## src/bsc_pkg.sv

```systemverilog
// bsc_pkg: shared types, constants and register codes of the barometric
// compensation block. No dependencies; used by front, back, top and checker files.
`default_nettype none

package bsc_pkg;

    localparam int RAW_W           = 24;   // converter sample width
    localparam int CFG_W           = 48;   // widest calibration register
    localparam int CFG_IDX_W       = 2;
    localparam int TEMP_W          = 44;   // linearised temperature, Q32
    localparam int SAMPLE_BITS_DEF = 24;
    localparam int MID_DEPTH_DEF   = 8;
    localparam int OUT_DEPTH_DEF   = 32;

    localparam int TEMP_LOW   = -4000;
    localparam int TEMP_HIGH  = 8500;
    localparam int PRESS_HIGH = 16777215;

    typedef enum logic [CFG_IDX_W-1:0] {
        REG_TEMP_CAL = 2'd0,
        REG_PRESS_A  = 2'd1,
        REG_PRESS_B  = 2'd2,
        REG_PRESS_C  = 2'd3
    } reg_index_t;

    typedef struct packed {
        logic [39:0] temp;
        logic [47:0] press_a;
        logic [47:0] press_b;
        logic [31:0] press_c;
    } calib_t;

    // front to back: temperature done, pressure still to do
    typedef struct packed {
        logic signed [TEMP_W-1:0] t;
        logic [RAW_W-1:0]         rp;
        logic signed [14:0]       tc;
        logic                     tclip;
    } temp_beat_t;

    typedef struct packed {
        logic signed [14:0] tc;
        logic [23:0]        pc;
        logic               tclip;
        logic               pclip;
    } result_t;

endpackage

`default_nettype wire

```

## src/bsc_front.sv

```systemverilog
// bsc_front: takes sample pairs, linearises temperature (Q32) and rounds
// and clamps the temperature output. Depends on bsc_pkg.
`default_nettype none

module bsc_front #(
    parameter int SAMPLE_BITS = bsc_pkg::SAMPLE_BITS_DEF,
    parameter int MID_DEPTH   = bsc_pkg::MID_DEPTH_DEF
) (
    input  logic                         clk,
    input  logic                         rst_n,
    input  logic                         push,
    output logic                         full,
    input  logic [bsc_pkg::RAW_W-1:0]    raw_temperature,
    input  logic [bsc_pkg::RAW_W-1:0]    raw_pressure,
    input  bsc_pkg::calib_t              calib,
    input  logic                         mid_pop,
    output logic                         beat_valid,
    output bsc_pkg::temp_beat_t          beat
);

    localparam int CW = $clog2(MID_DEPTH + 1);
    localparam logic [bsc_pkg::RAW_W-1:0] SMASK =
        bsc_pkg::RAW_W'((64'd1 << SAMPLE_BITS) - 64'd1);

    logic          accept;
    logic [CW-1:0] cnt_reg;
    logic [4:0]    v_reg;

    logic [bsc_pkg::RAW_W-1:0] rt_s0_reg, rp_s0_reg, rp_s1_reg, rp_s2_reg, rp_s3_reg;
    logic signed [42:0]                rt_dt2_s1_reg;
    logic signed [51:0]                dd_s1_reg;
    logic signed [bsc_pkg::TEMP_W-1:0] t_s2_reg, t_s3_reg;
    logic signed [51:0]                t100_s3_reg;
    bsc_pkg::temp_beat_t               beat_reg;

    logic [15:0]        t1, t2;
    logic signed [7:0]  t3;
    logic signed [25:0] d_c;
    logic signed [60:0] l48_c;
    logic signed [19:0] tcr_c;

    assign t1 = calib.temp[15:0];
    assign t2 = calib.temp[31:16];
    assign t3 = $signed(calib.temp[39:32]);

    assign accept = push && !full;
    assign full   = (cnt_reg == CW'(MID_DEPTH));

    assign d_c   = $signed({2'b00, rt_s0_reg}) - $signed({2'b00, t1, 8'h00});
    assign l48_c = (rt_dt2_s1_reg <<< 18) + dd_s1_reg * t3;
    assign tcr_c = $signed(t100_s3_reg[51:32]);

    // credit: items taken in and not yet handed to the back end
    always_ff @(posedge clk or negedge rst_n)
    begin
        if (!rst_n)
        begin
            cnt_reg <= '0;
            v_reg   <= '0;
        end
        else
        begin
            v_reg <= {v_reg[3:0], accept};
            if (accept && !mid_pop)
            begin
                cnt_reg <= cnt_reg + CW'(1);
            end
            else if (!accept && mid_pop)
            begin
                cnt_reg <= cnt_reg - CW'(1);
            end
        end
    end

    always_ff @(posedge clk)
    begin
        rt_s0_reg     <= raw_temperature & SMASK;
        rp_s0_reg     <= raw_pressure & SMASK;
        rt_dt2_s1_reg <= d_c * $signed({1'b0, t2});
        dd_s1_reg     <= d_c * d_c;
        rp_s1_reg     <= rp_s0_reg;
        t_s2_reg      <= $signed(l48_c[59:16]);
        rp_s2_reg     <= rp_s1_reg;
        t100_s3_reg   <= t_s2_reg * 8'sd100 + (52'sd1 <<< 31);
        t_s3_reg      <= t_s2_reg;
        rp_s3_reg     <= rp_s2_reg;
        beat_reg.t    <= t_s3_reg;
        beat_reg.rp   <= rp_s3_reg;
        if (tcr_c < bsc_pkg::TEMP_LOW)
        begin
            beat_reg.tc    <= 15'(bsc_pkg::TEMP_LOW);
            beat_reg.tclip <= 1'b1;
        end
        else if (tcr_c > bsc_pkg::TEMP_HIGH)
        begin
            beat_reg.tc    <= 15'(bsc_pkg::TEMP_HIGH);
            beat_reg.tclip <= 1'b1;
        end
        else
        begin
            beat_reg.tc    <= tcr_c[14:0];
            beat_reg.tclip <= 1'b0;
        end
    end

    assign beat_valid = v_reg[4];
    assign beat       = beat_reg;

endmodule

`default_nettype wire

```

## config.mk

```make
export PLATFORM = sky130hd
export DESIGN_NAME = bsc_front
export DESIGN_NICKNAME = d
export VERILOG_FILES = /design/src/bsc_pkg.sv /design/src/bsc_front.sv
export SDC_FILE = /design/constraint.sdc
export NUM_CORES = 2
export LEC_CHECK = 0
export ABC_AREA = 0
export BUFFER_PORTS_ARGS = -buffer_cell sky130_fd_sc_hd__buf_2
export CAP_MARGIN = 0
export CORE_UTILIZATION = 45
export CTS_CLUSTER_SIZE = 8
export DETAILED_ROUTE_END_ITERATION = 7
export MAX_ROUTING_LAYER = met4
export PLACE_DENSITY = 0.6
export SLEW_MARGIN = 40
export SYNTH_ARGS = -nofsm -noshare
export SYNTH_HDL_FRONTEND = slang
export SYNTH_SLANG_ARGS = --single-unit
export TNS_END_PERCENT = 5
```

## constraint.sdc

```tcl
create_clock -name clk -period 16.2 [get_ports clk]
set_input_delay 3.24 -clock clk [delete_from_list [all_inputs] [get_ports clk]]
set_output_delay 3.24 -clock clk [all_outputs]
set_load 0.01 [all_outputs]
```

# Word-level counts from Yosys, hierarchy flattened
# Cells that the tools add are included.
# word_totals
register_bits,445
input_bits,220
output_inout_bits,86
wordCells,40
# classes
n_addsub,5
multipliers,4
order_cmp,2
eq_ne,1
n_mux,3
reduce_logical,8
# ops
op,n
adder 60 x 58 -> 60 bit,1
multiplier 50 x 8 -> 58 bit,1
"adder 52 x 33 -> 52 bit, second input constant",1
multiplier 25 x 25 -> 50 bit,1
"multiplier 44 x 6 -> 50 bit, second input constant",1
multiplier 25 x 17 -> 42 bit,1
subtractor 24 x 24 -> 25 bit,1
"> comparator 20 x 15 -> 1 bit, second input constant",1
"less-than comparator 20 x 13 -> 1 bit, second input constant",1
2-to-1 mux 16 bit,1
2-to-1 mux 4 bit,2
"adder 4 x 1 -> 4 bit, second input constant",1
"== test 4 bit, second input constant",1
"subtractor 4 x 1 -> 4 bit, second input constant",1
logical AND 1 bit,3
zero test 1 bit,3
nonzero test 2 bit,1
OR reduction 2 bit,1

# Depth between registers and ports, before layout
# logic_depth
word_depth,7
mapped_depth,40
mapped_depth_nobuf,39

# Least setup slack after synthesis
# Ideal clock, no wire load.
# synth_path
path_kind,input-to-reg
from,in calib[130] (netlist bit)
to,reg dd_s1_reg[46]
setup_ns,0.119
arrival_time_ns,12.311
required_time_ns,16.081
setup_slack_ns,3.770
cell_stages,38
path_buffers,2
path_cell_list,inv_1 > ha_1 > nor2b_1 > o21ai_0 > nand2b_1 > a21o_1 > a21o_1 > a21o_1 > a41o_1 > o41ai_1 > o21a_1 > o21a_1 > clkbuf_1 > clkbuf_1 > nand2_1 > fa_1 > inv_1 > fa_1 > [... 2 more ...] > fa_1 > inv_1 > fa_1 > fa_1 > inv_1 > fa_1 > inv_1 > ha_1 > and3_1 > nand3_1 > or4b_2 > a21oi_1 > o2111ai_1 > a21oi_1 > o21ai_0 > o21bai_1 > a21oi_1 > xnor2_1
# synth_via
elab_chain_cells,2
# synth_lines
element,line,text
"start, declared",bsc_front.sv:15,"input bsc_pkg::calib_t calib,"
subtractor 24 x 24 -> 25 bit,bsc_front.sv:49,"assign d_c = $signed({2'b00, rt_s0_reg}) - $signed({2'b00, t1, 8'h00});"
multiplier 25 x 25 -> 50 bit,bsc_front.sv:80,dd_s1_reg <= d_c * d_c;
"end signal, assigned",bsc_front.sv:80,
"end, declared",bsc_front.sv:31,logic signed [51:0] dd_s1_reg;
# Every way passes these cells.
# A chain may end at the register's enable or synchronous reset.

# Worst setup path after layout
# Same ends and word-level chain as after synthesis.

==> out/results.ini <==
[floorplan]
die_w_um = 374
num_rows = 136
die_y_um = 374
start_util_pct = 45.3
core_area_sq_um = 137000
die_area_sq_um = 140000
io_pins = 306

[yosys]
synth.largest_area_cell = fa_1
async_reset_ff_share_pct = 2.18
synth_top_area_share_pct = 44.8
synthAdderAreaFrac_pct = 54.6
ys.flop_type = dfxtp_1
ys_top_cells_by_count = inv_1 (1,720), fa_1 (1,393), nand2_1 (644)
yosysMostFrequentCell = inv_1
synth_cells = 6474
synth-edff-count = 0
synth_top_family_by_area = adder cells
synth-compound-area-share_pct = 5.63
syn_nets = 8575
synth.distinct_cells = 77
yosysWarnings = 0
synth_area_sq_um = 62300
synth_xor_area_share_pct = 2.78
syn_area_per_cell_sq_um = 9.62
muxShareOfSynthArea_pct = 0.137
synth_seq_cells = 412
ys_seq_area_share_pct = 13.3
synthSimpleGateAreaFrac_pct = 12.0
synthTopCellsByArea = fa_1 (45%), dfxtp_1 (13%), inv_1 (10%)

[place]
io_buffer_count = 177
hpwl_mm = 118
dp_cells = 8295
finalWeightedCongestion = 0.904

[clock_tree]
htreeDepth = 2
cts_setup_buffers = 0
cts_resized = 0
cts_hold_buf = 0
clk_latency_ns = 0.68
cts_buffers = 61
clockRootBuffer = clkbuf_16
clk_path_buf_depth = 3
cts_tree = built
clock-sinks = 412
clkTransAtPathRegs_ns = 0.05

[finish]
drive_gt1_share_pct = 5.09
final_cells = 8380
finish.net_count = 8665
largest_reg_flops = 84
area_delta_synth_final_pct = 7.59
final_util_pct = 48.8
fill_cells = 13000

[routing]
ant_nets = 0
finalWirelength_mm = 144
viasPerCell = 4.93
first_iter_violations = 1889
dr_total_vias = 41300
dr.pass1.iters = 8
wl_per_cell_um = 17.2
route.detailed.drc = 0

[setup_path]
cp-end-kind = register
crit_fanout = 10
cp.required_ns = 16.74
r2r_cells = 37
critPathKind = primary input to register
worst-endpoint-arrival_ns = 13.97
critical-path-slowest-cell = or4b_2
startpoint_type = primary input
path_common_cell = fa_1
critPathMaxStageDelay_ns = 0.70

[global_route]
grt_pass1_vias = 45800
grtUsageTotal_pct = 22.3
antenna_found_initial = 1
grt_overflow = 0
grt_max_degree = 50
grt_pass1_wl_mm = 241

[sta]
relSlewSlack_pct = 42.8
rsz0062_at_grt = no
max_freq_ghz = 0.0745
fin_tns_setup_ns = 0
worst_pin_slew_ns = 0.853
post-route-period-util_pct = 82.9
fin_crit_ns = 13.43
finalSetupViolCount = 0
skew_ns = 0.0347
slew_violations = 0
finalHoldViolations = 0

[status]
status = completed

[worst_hold_path]
min_path_cells = 0
min_path_type = register to register

[run]
maxCapViolCount = 0

-- layout by cell type (no fill, tap or decap), types with 136 or more instances in the layout --
cell type  instances
inv_1           1718
xnor2_1          136
and2_1           410
dfxtp_1          403
nand2_1          644
fa_1            1393
a21oi_1          142
buf_2            171
ha_1             488
nor2_1           181
-- metal layers --
layer	share of wire [%]	vias up	track usage [%]	routed length, um
met2	48	925	37.1	69200
met3	5.1	195	2.77	7420
met5	0	-	-	0
met1	44	21000	28.9	64100
li1	-	19200	-	-
met4	2.4	0	5.21	3510
-- path summary, 6_finish.rpt --
kind / end / from / slack, ns
worst max-delay path: dd_s1_reg[46] / calib[130] / 2.77
worst min-delay path: beat[24] / rp_s3_reg[8] / 0.32
worst max register to register: dd_s1_reg[46] / rt_s0_reg[8] / 5.14
worst min register to register: beat[24] / rp_s3_reg[8] / 0.32
max in group asynchronous: v_reg[1] / rst_n / 13.57
min in group asynchronous: cnt_reg[3] / rst_n / 2.45
-- critical path: cells and delay by family --
family                   cells  cell delay, ns
AND/OR/NAND/NOR              6            1.57
adder cells (fa/ha/maj)      9            4.30
AO/OA/AOI/OAI               14            4.17
buffers and inverters        7            0.55
XOR/XNOR                     1            0.14
-- cells by family (layout without fill, tap and decap cells) --
| group | count (synthesis) | in the layout |
|---|---|---|
| compound gates | 528 | 528 |
| xor+xnor | 198 | 198 |
| fa+ha+maj | 1881 | 1881 |
| buf+inv | 1917 | 2025 |
| flops | 412 | 412 |
| mux | 8 | 8 |
| other cells | 2 | 6 |
| simple gates | 1528 | 1528 |
-- through the flow --
step | hold slack (ns) | area [sq um] | worst slack (ns)
after CTS | 0.317 | 67000 | 2.82
final | 0.318 | 67000 | 2.77
after detailed placement | 0.312 | 65200 | 2.11
after floorplan | 0.310 | 62300 | 3.77
after global placement | 0.309 | 65100 | 2.21
after global routing | 0.317 | 67000 | 2.32
-- cell type report --
cell class                 instances  area [sq um]  area share, %
sequential                       412          8290           12.4
clock buffer                      71          1590           2.38
clock inverter                    10           236          0.353
inverter                        1729          6490           9.68
multi-input combinational       4145         47000           70.0
tap                             1794          2240           3.35
timing repair buffer             215          1210           1.81
antenna                            4          10.0         0.0149
Power is left out: the tool's default activity adds up to more than one toggle a clock period on the data nets, which glitch-free logic cannot reach.
