==> config.mk <==
export PLATFORM = sky130hd
export DESIGN_NAME = bsc_fifo
export DESIGN_NICKNAME = d
export VERILOG_FILES = /design/src/bsc_fifo.sv
export SDC_FILE = /design/constraint.sdc
export NUM_CORES = 1
export LEC_CHECK = 0
export BUFFER_PORTS_ARGS = -buffer_cell sky130_fd_sc_hd__buf_2
export CAP_MARGIN = 20
export CORE_MARGIN = 1.5
export CORE_UTILIZATION = 54
export CTS_CLUSTER_SIZE = 30
export DETAILED_ROUTE_END_ITERATION = 8
export GPL_TIMING_DRIVEN = 1
export MAX_ROUTING_LAYER = met4
export PLACE_DENSITY = 0.78
export SLEW_MARGIN = 40
export SYNTH_ARGS = -nofsm -noshare
export SYNTH_HDL_FRONTEND = slang
export SYNTH_SLANG_ARGS = --single-unit
export TNS_END_PERCENT = 20
==> constraint.sdc <==
create_clock -name clk -period 2.4 [get_ports clk]
set_clock_uncertainty 0.05 [all_clocks]
set_input_delay 0.48 -clock clk [delete_from_list [all_inputs] [get_ports clk]]
set_output_delay 0.48 -clock clk [all_outputs]
set_load 0.005 [all_outputs]
==> src/bsc_fifo.sv <==
// bsc_fifo: small register queue, read combinationally at its head.
// Depends on nothing; callers keep it from overflowing by credit.
`default_nettype none

module bsc_fifo #(
    parameter int W     = 8,
    parameter int DEPTH = 8
) (
    input  logic         clk,
    input  logic         rst_n,
    input  logic         wr,
    input  logic [W-1:0] din,
    input  logic         rd,
    output logic [W-1:0] dout,
    output logic         empty
);

    localparam int AW = $clog2(DEPTH);
    localparam int CW = $clog2(DEPTH + 1);

    logic [W-1:0]  mem_reg [DEPTH];
    logic [AW-1:0] wr_ptr_reg, rd_ptr_reg;
    logic [CW-1:0] cnt_reg;
    logic          do_rd;

    assign empty = (cnt_reg == '0);
    assign do_rd = rd && !empty;
    assign dout  = mem_reg[rd_ptr_reg];

    always_ff @(posedge clk)
    begin
        if (wr)
        begin
            mem_reg[wr_ptr_reg] <= din;
        end
    end

    always_ff @(posedge clk or negedge rst_n)
    begin
        if (!rst_n)
        begin
            wr_ptr_reg <= '0;
            rd_ptr_reg <= '0;
            cnt_reg    <= '0;
        end
        else
        begin
            if (wr)
            begin
                wr_ptr_reg <= (wr_ptr_reg == AW'(DEPTH - 1)) ? '0 : wr_ptr_reg + AW'(1);
            end
            if (do_rd)
            begin
                rd_ptr_reg <= (rd_ptr_reg == AW'(DEPTH - 1)) ? '0 : rd_ptr_reg + AW'(1);
            end
            if (wr && !do_rd)
            begin
                cnt_reg <= cnt_reg + CW'(1);
            end
            else if (!wr && do_rd)
            begin
                cnt_reg <= cnt_reg - CW'(1);
            end
        end
    end

endmodule

`default_nettype wire

# After elaboration in Yosys (flattened, before gate mapping)
# Memories as Yosys holds them, arrays and structs flattened.
# Index checks and enable logic that the tools add are counted.
[word_totals]
mem_bits_ro = 0
mem_count = 1
mem_bits_rw = 64
wordCells = 24
ff_bits = 10
latchBits = 0
out_inout_bits = 9
[memory_table]
columns = ["memory", "depth", "width", "rd", "rd_clocked_by_memory_dff", "write_ports", "line", "text"]
rows = [
  ["mem_reg", 8, 8, 1, 0, 1, "21", "logic [W-1:0] mem_reg [DEPTH];"],
]
[op_classes]
n_shift = 0
div_mod_pow = 0
order_cmp = 0
bitwise = 0
n_mul = 0
reduce_logical = 8
n_eq_ne = 2
muxes = 6
add_sub_neg = 4
[ops]
columns = ["cell", "count"]
rows = [
  ["$mux W4", 2],
  ["$add A3 B1 Y3 const B", 2],
  ["$eq A3 B3 Y1 const B", 2],
  ["$mux W3", 2],
  ["$add A4 B1 Y4 const B", 1],
  ["$logic_not A4 Y1", 1],
  ["$sub A4 B1 Y4 const B", 1],
  ["$logic_and A1 B1 Y1", 3],
  ["$logic_not A1 Y1", 3],
  ["$mux W1", 2],
  ["$reduce_bool A2 Y1", 1],
]

# Longest topological paths before layout
# Gate-level depths: netlist of the first run.
[logic_depth]
ltp_word = 6
mapped_depth = 7
mapped_depth_nobuf = 7

# Worst setup path after synthesis of the first run
# Ideal clock, no wire load.
[synth_timing]
path_kind = "register -> register"
startpoint = "register cnt_reg[0]"
endpoint = "register cnt_reg[3]"
n_path_buf = 0
setup_slack_ps = -83
arrival_time_ps = 2302
path_stages_with_launch = 8
cell_sequence = "dfrtp_1 > o41ai_4 > ha_1 > inv_1 > ha_1 > or4_1 > o211ai_1 > o211ai_1"
[synth_via]
elab_chain_cells = 6
[synth_lines]
columns = ["element", "line", "text"]
rows = [
  ["start: declaration", "23", "logic [CW-1:0] cnt_reg;"],
  ["start signal: assignment", "58", "cnt_reg <= cnt_reg + CW'(1);"],
  ["start signal: assignment", "62", "cnt_reg <= cnt_reg - CW'(1);"],
  ["parallel branches: the longest is 6 deep, another holds $sub A4 B1 Y4", "--", ""],
]
# Several ways; the timed one is not identified. The select of a mux whose other input is x is not followed.
# A chain may end at the register's enable or synchronous reset.

# Worst setup path after layout of the first run
[layout_timing]
startpoint = "register rd_ptr_reg[0]"
endpoint = "output port dout[1]"
[layout_via]
elab_chain_cells = 1
[layout_lines]
columns = ["element", "line", "text"]
rows = [
  ["start: declaration", "22", "logic [AW-1:0] wr_ptr_reg, rd_ptr_reg;"],
  ["start signal: assignment", "54", "rd_ptr_reg <= (rd_ptr_reg == AW'(DEPTH - 1)) ? '0 : rd_ptr_reg + AW'(1);"],
  ["$mem_v2 Z8 W8", "--", ""],
  ["end: declaration", "14", "output logic [W-1:0] dout,"],
]
# Every way passes these cells.

==> flow_summary.json, run 1 <==
{
  "outcome": "complete, no violations",
  "rsz0062_at_grt": "true",
  "ir_drop_mv": 0.692,
  "synth_flop_cell": "edfxtp_1",
  "antennaDiodeCount": 0,
  "root_buffer": "clkbuf_8",
  "grt_pass1_wl_um": 9030,
  "dp_hpwl_um": 3640,
  "overflow": 0,
  "p_leak_nw": 1.34,
  "grt_usage_pct": 21.4,
  "clockBufferDepth": 2,
  "setup_violations": 0,
  "placed_area_sq_um": 3400,
  "fin_crit_ns": 2.38,
  "reg2reg_depth": 7,
  "timing.rr.start": "cnt_reg[0]$_DFFE_PN0P_",
  "synth-seq-cells": 74,
  "combPwrFrac_pct": 37.0,
  "arrival_ns": 1.85,
  "drt_iter0_markers": 196,
  "numCtsBuffers": 9,
  "r2r_slack_ns": 0.04,
  "n_fill_cell": 354,
  "fin_nets": 223,
  "die_h_um": 79.2,
  "dr.pass1.iters": 4,
  "required_ns": 1.87,
  "drtAntennaViolNets": 0,
  "synthDistinctLibCells": 31,
  "hold_path.class": "primary input to flip-flop",
  "holdWs_ns": 0.359,
  "grt_pass1_vias": 1712,
  "p_switching_mw": 1.34,
  "fmax_mhz": 420,
  "placementRows": 27,
  "synthCells": 158,
  "synth_most_common_cell": "edfxtp_1",
  "p_total_mw": 4.60,
  "slew_headroom_pct": 57.0,
  "hold_viol_final": 0,
  "routed_wl_um": 5750,
  "fin_crit_sh_pct": 99.3,
  "io_buffers": 20,
  "hold_path_end": "mem_reg[3][1]$_DFFE_PP_",
  "grt_max_degree": 17,
  "p_seq_share_pct": 40.5,
  "die_area_sq_um": 6280,
  "reg2reg_to": "cnt_reg[3]$_DFFE_PN0P_",
  "seq_area_frac_synth_pct": 69.2,
  "largest_reg_flops": 64,
  "clkPwrFrac_pct": 22.5,
  "synth_fp_nets": 178,
  "synth_edf_count": 64,
  "stdcell_area_sq_um": 3710,
  "p_int_mw": 3.27,
  "drive_above_1_share_pct": 44.2,
  "synth.area.top_cells": "edfxtp_1 (61%), dfrtp_1 (8.0%), mux4_1 (6.7%)",
  "synth_area_sq_um": 3140,
  "drcViolationCount": 0,
  "cp_max_fo": 9,
  "syn_area_per_cell_sq_um": 19.9,
  "critPathLaunchType": "flip-flop",
  "synthTopCellsByCount": "edfxtp_1 (64), dfrtp_1 (10), mux2_4 (8), mux4_1 (8), mux4_2 (8)",
  "maxCapViolCount": 0,
  "critPathCaptureType": "output pin",
  "design.core.area_sq_um": 5540,
  "worstMarginPinSlew_ns": 0.645,
  "num_vias": 1643,
  "cts.sinks": 74,
  "sw_frac_of_total_pct": 29.1,
  "htreeDepth": 3,
  "die_w_um": 79.2,
  "synthArstFlopShare_pct": 13.5,
  "min-delay-start": "din[1]",
  "drv_slew": 0,
  "grt_antenna_before_repair": 0,
  "routed_via_density": 5.87,
  "cts_tree": "yes",
  "wl_per_cell_um": 20.5,
  "gp_congestion": 0.849,
  "clk_latency_ns": 0.34,
  "path_clk_slew_ns": 0.08,
  "yosysWarnings": 0,
  "synth_largest_area_cell": "edfxtp_1",
  "min_path_cells": 1,
  "initial_core_util_pct": 56.6,
  "netlist.area_leader.share_pct": 61.2,
  "ios": 21,
  "power_density_nw_per_um2": 1240,
  "worst-setup-path-type": "flip-flop to output pin",
  "area_growth_pct": 18.3
}
power groups by stage:
stage                     logic [mW]  registers (mW)  clock network [mW]
after floorplan                 1.08            1.79                   0
after global placement          1.35            1.85                   0
after detailed placement        1.44            1.88                   0
after CTS                       1.64            1.86                1.05
after global routing            1.86            1.89                1.10
final                           1.70            1.86                1.04
metrics by stage:
| step | setup slack [ns] | TNS [ns] | util, % | cells |
|---|---|---|---|---|
| finish | 0.0166 | 0 | 67.0 | 280 |
| global route | -0.0382 | -0.133 | 67.0 | 280 |
| CTS | -0.0450 | -0.227 | 66.9 | 277 |
| detailed placement | -0.0782 | -0.0782 | 61.4 | 256 |
| global placement | 0.130 | 0 | 61.4 | 256 |
| floorplan | 0.0391 | 0 | - | 158 |
kinds of logic after synthesis:
logic type                 Yosys count  synth area share, %
and+or+nand+nor                     27                 4.23
xor gates and xnor gates             2                0.558
muxes                               29                 18.0
AOI/OAI and AO/OA                   10                 2.79
adders and majority gates            8                 3.43
DFF                                 74                 69.2
buffers and inverters                8                 1.75
layout make-up:
| class | count | area, sq um | share of cell area [%] |
|---|---|---|---|
| well taps | 72 | 90.1 | 2.43 |
| repair buffers | 40 | 328 | 8.83 |
| flip-flops and latches | 74 | 2180 | 58.6 |
| clock inverters | 7 | 91.3 | 2.46 |
| multi-input cells | 76 | 896 | 24.1 |
| inverters | 2 | 7.51 | 0.202 |
| clock buffers | 9 | 124 | 3.34 |
critical path: stages, from the launching register on:
cell and delay [ns]:
dfrtp_2 0.42, buf_12 0.16, mux4_2 0.52, mux2_4 0.30
buf_6 0.12
routing by layer:
metal	share of wire, %	track usage [%]
met4	0.40	7.37
met3	4.8	5.29
met2	55	36.8
met5	0	-
met1	40	24.8
worst max-delay path by stage:
stage / slack [ns] / start / end / cells past startpoint
CTS: -0.04 / rd_ptr_reg[0]$_DFFE_PN0P_ / dout[6] / 5
global route: -0.04 / cnt_reg[2]$_DFFE_PN0P_ / cnt_reg[3]$_DFFE_PN0P_ / 7
detailed placement: -0.08 / cnt_reg[1]$_DFFE_PN0P_ / cnt_reg[3]$_DFFE_PN0P_ / 7
finish: 0.02 / rd_ptr_reg[0]$_DFFE_PN0P_ / dout[1] / 4
floorplan: 0.04 / cnt_reg[1]$_DFFE_PN0P_ / cnt_reg[3]$_DFFE_PN0P_ / 7
global placement: 0.13 / cnt_reg[1]$_DFFE_PN0P_ / cnt_reg[3]$_DFFE_PN0P_ / 7
cell usage in the layout (no fill, tap or decap), types with 4 or more instances in the layout:
| cell | synthesis | final |
|---|---|---|
| mux2_4 | 8 | 8 |
| buf_2 | 1 | 12 |
| mux4_2 | 8 | 16 |
| ha_1 | 7 | 5 |
| buf_4 | 0 | 17 |
| dfrtp_2 | 0 | 4 |
| nand2_1 | 6 | 6 |
| mux2_2 | 4 | 4 |
| edfxtp_1 | 64 | 64 |
| buf_6 | 1 | 8 |
| dfrtp_1 | 10 | 6 |
| nor3_1 | 4 | 4 |
| nor2_1 | 7 | 7 |
| clkbuf_8 | 0 | 9 |
timing repair:
item                                    4_1_cts  5_1_grt
pin swaps                                     1        2
gates cloned                                  1        0
hold buffers                                  1        0
resized for setup                             8       13
endpoints found under the hold margin        10        0
buffers inserted                              3        4
endpoints found under the setup margin        9        9
No activity file was read; power rests on OpenSTA's default activity.
==> run 2, diff against run 1 <==
- PLACE_DENSITY: 0.78 -> not set
- PLACE_DENSITY_LB_ADDON: not set -> 0.15
==> flow_summary.json, run 2 (synthesis gave the netlist of run 1 again) <==
{
  "overflow": 0,
  "p_leak_nw": 1.33,
  "cp_cell_sequence": "buf_12, mux4_1, mux2_4, buf_2",
  "p_seq_share_pct": 42.1,
  "initial_core_util_pct": 56.6,
  "combPwrFrac_pct": 35.1,
  "rsz0062_at_grt": "true",
  "slew_headroom_pct": 57.4,
  "p_switching_mw": 1.27,
  "layout.cells.most_common": "edfxtp_1",
  "die_area_sq_um": 6280,
  "routed_via_density": 5.74,
  "grt_usage_pct": 20.3,
  "outcome": "finished, violations left",
  "drcViolationCount": 0,
  "arrival_ns": 1.87,
  "area_growth_pct": 16.9,
  "ir_drop_mv": 0.641,
  "cpLargestDelayFamily": "multiplexers",
  "hold_viol_final": 0,
  "stdcell_area_sq_um": 3670,
  "drv_slew": 0,
  "ios": 21,
  "clkPwrFrac_pct": 22.9,
  "io_buffers": 20,
  "drive_above_1_share_pct": 39.8,
  "grt_antenna_before_repair": 0,
  "die_h_um": 79.2,
  "placementRows": 27,
  "n_fill_cell": 383,
  "gp_congestion": 0.766,
  "worst-path-stages": 4,
  "htreeDepth": 3,
  "fin_nets": 221,
  "root_buffer": "clkbuf_8",
  "min_path_cells": 1,
  "sw_frac_of_total_pct": 28.8,
  "design.core.area_sq_um": 5540,
  "tns_ns": -0.00257,
  "setup_slack_ns": -0.00257,
  "antennaDiodeCount": 0,
  "numCtsBuffers": 9,
  "clk_latency_ns": 0.34,
  "worstMarginPinSlew_ns": 0.639,
  "grt_pass1_vias": 1653,
  "p_total_mw": 4.40,
  "worst-setup-path-type": "flip-flop to output pin",
  "maxCapViolCount": 0,
  "holdWs_ns": 0.352,
  "hold_path.class": "primary input to flip-flop",
  "required_ns": 1.87,
  "setup_violations": 1,
  "grt_pass1_wl_um": 8670,
  "power_density_nw_per_um2": 1200,
  "drt_iter0_markers": 167,
  "reg2reg_depth": 7,
  "crit_buf_inv": 2,
  "critPathCaptureType": "output pin",
  "num_vias": 1595,
  "routed_wl_um": 5380,
  "dr.pass1.iters": 5,
  "violations": "negative setup slack",
  "clockBufferDepth": 2,
  "path_clk_slew_ns": 0.08,
  "layout_common_cells": "edfxtp_1 (64), buf_2 (17), buf_4 (16)",
  "cts_tree": "yes",
  "die_w_um": 79.2,
  "dp_hpwl_um": 3320,
  "placed_area_sq_um": 3390,
  "fin_crit_ns": 2.40,
  "critPathMaxStageDelay_ns": 0.56,
  "p_int_mw": 3.13,
  "cts.sinks": 74,
  "drtAntennaViolNets": 0,
  "pre_cts_slack_ns": -0.0807,
  "wl_per_cell_um": 19.3,
  "critical-path-slowest-cell": "mux4_1",
  "cp_max_fo": 17,
  "fin_crit_sh_pct": 100,
  "grt_max_degree": 19,
  "fmax_mhz": 416,
  "critPathLaunchType": "flip-flop",
  "largest_reg_flops": 64
}
-- run 2: changes by cell type in the layout (fill, tap and decap cells not counted), sizes merged --
cell / before / now
clkinv: 3 / 4
buf: 39 / 37
inv: 3 / 2
-- run 2: path summary, 6_finish.rpt --
| path | start | endpoint | slack (ns) |
|---|---|---|---|
| min reg2reg | wr_ptr_reg[2]$_DFFE_PN0P_ | wr_ptr_reg[2]$_DFFE_PN0P_ | 0.53 |
| max reg2reg | cnt_reg[0]$_DFFE_PN0P_ | cnt_reg[3]$_DFFE_PN0P_ | 0.05 |
| min | din[2] | mem_reg[5][2]$_DFFE_PP_ | 0.35 |
| max | rd_ptr_reg[0]$_DFFE_PN0P_ | dout[4] | -0.003 |
| max in group asynchronous | rst_n | cnt_reg[0]$_DFFE_PN0P_ | 1.60 |
| min in group asynchronous | rst_n | rd_ptr_reg[1]$_DFFE_PN0P_ | 0.48 |
-- run 2: layout make-up --
type                       instances  area [sq um]  area share, %
tap                               72          90.1           2.46
timing repair buffer              38           269           7.33
clock inverter                     7          83.8           2.29
inverter                           2          7.51          0.205
sequential                        74          2180           59.3
multi-input combinational         76           918           25.0
clock buffer                       9           124           3.38
-- run 2: metrics by stage --
step                std cells  utilization, %
floorplan                 158               -
global placement          255            61.2
detailed placement        255            61.2
CTS                       274            65.4
global route              278            66.2
finish                    278            66.2
-- run 2: worst reg2reg max path, delay by kind of cell (launching register included) --
kind            cells  cell delay, ns
flops               1            0.45
simple gates        1            0.51
compound gates      3            0.65
buf+inv             1            0.07
fa+ha+maj           2            0.49
-- run 2: timing repair --
action / 4_1_cts / 5_1_grt
setup buffers: 2 / 4
endpoints found under the hold margin: 10 / 0
setup endpoints to repair: 9 / 9
resized for setup: 5 / 5
hold buffers: 1 / 0
pin swaps: 1 / 2
cloned: 0 / 0
-- run 2: power by group through the flow --
stage	combinational (mW)	sequential, mW	clock [mW]
global route	1.68	1.88	1.07
global placement	1.35	1.85	0
CTS	1.48	1.86	1.02
detailed placement	1.42	1.88	0
floorplan	1.08	1.79	0
finish	1.54	1.85	1.00
-- run 2: routing by layer --
layer  GRT usage [%]  vias up  part of all wire [%]
li1                -      732                     -
met1            26.0      814                    43
met2            31.3       38                    51
met3            3.68       11                   3.9
met4            10.5        0                   2.0
met5               -        -                     0
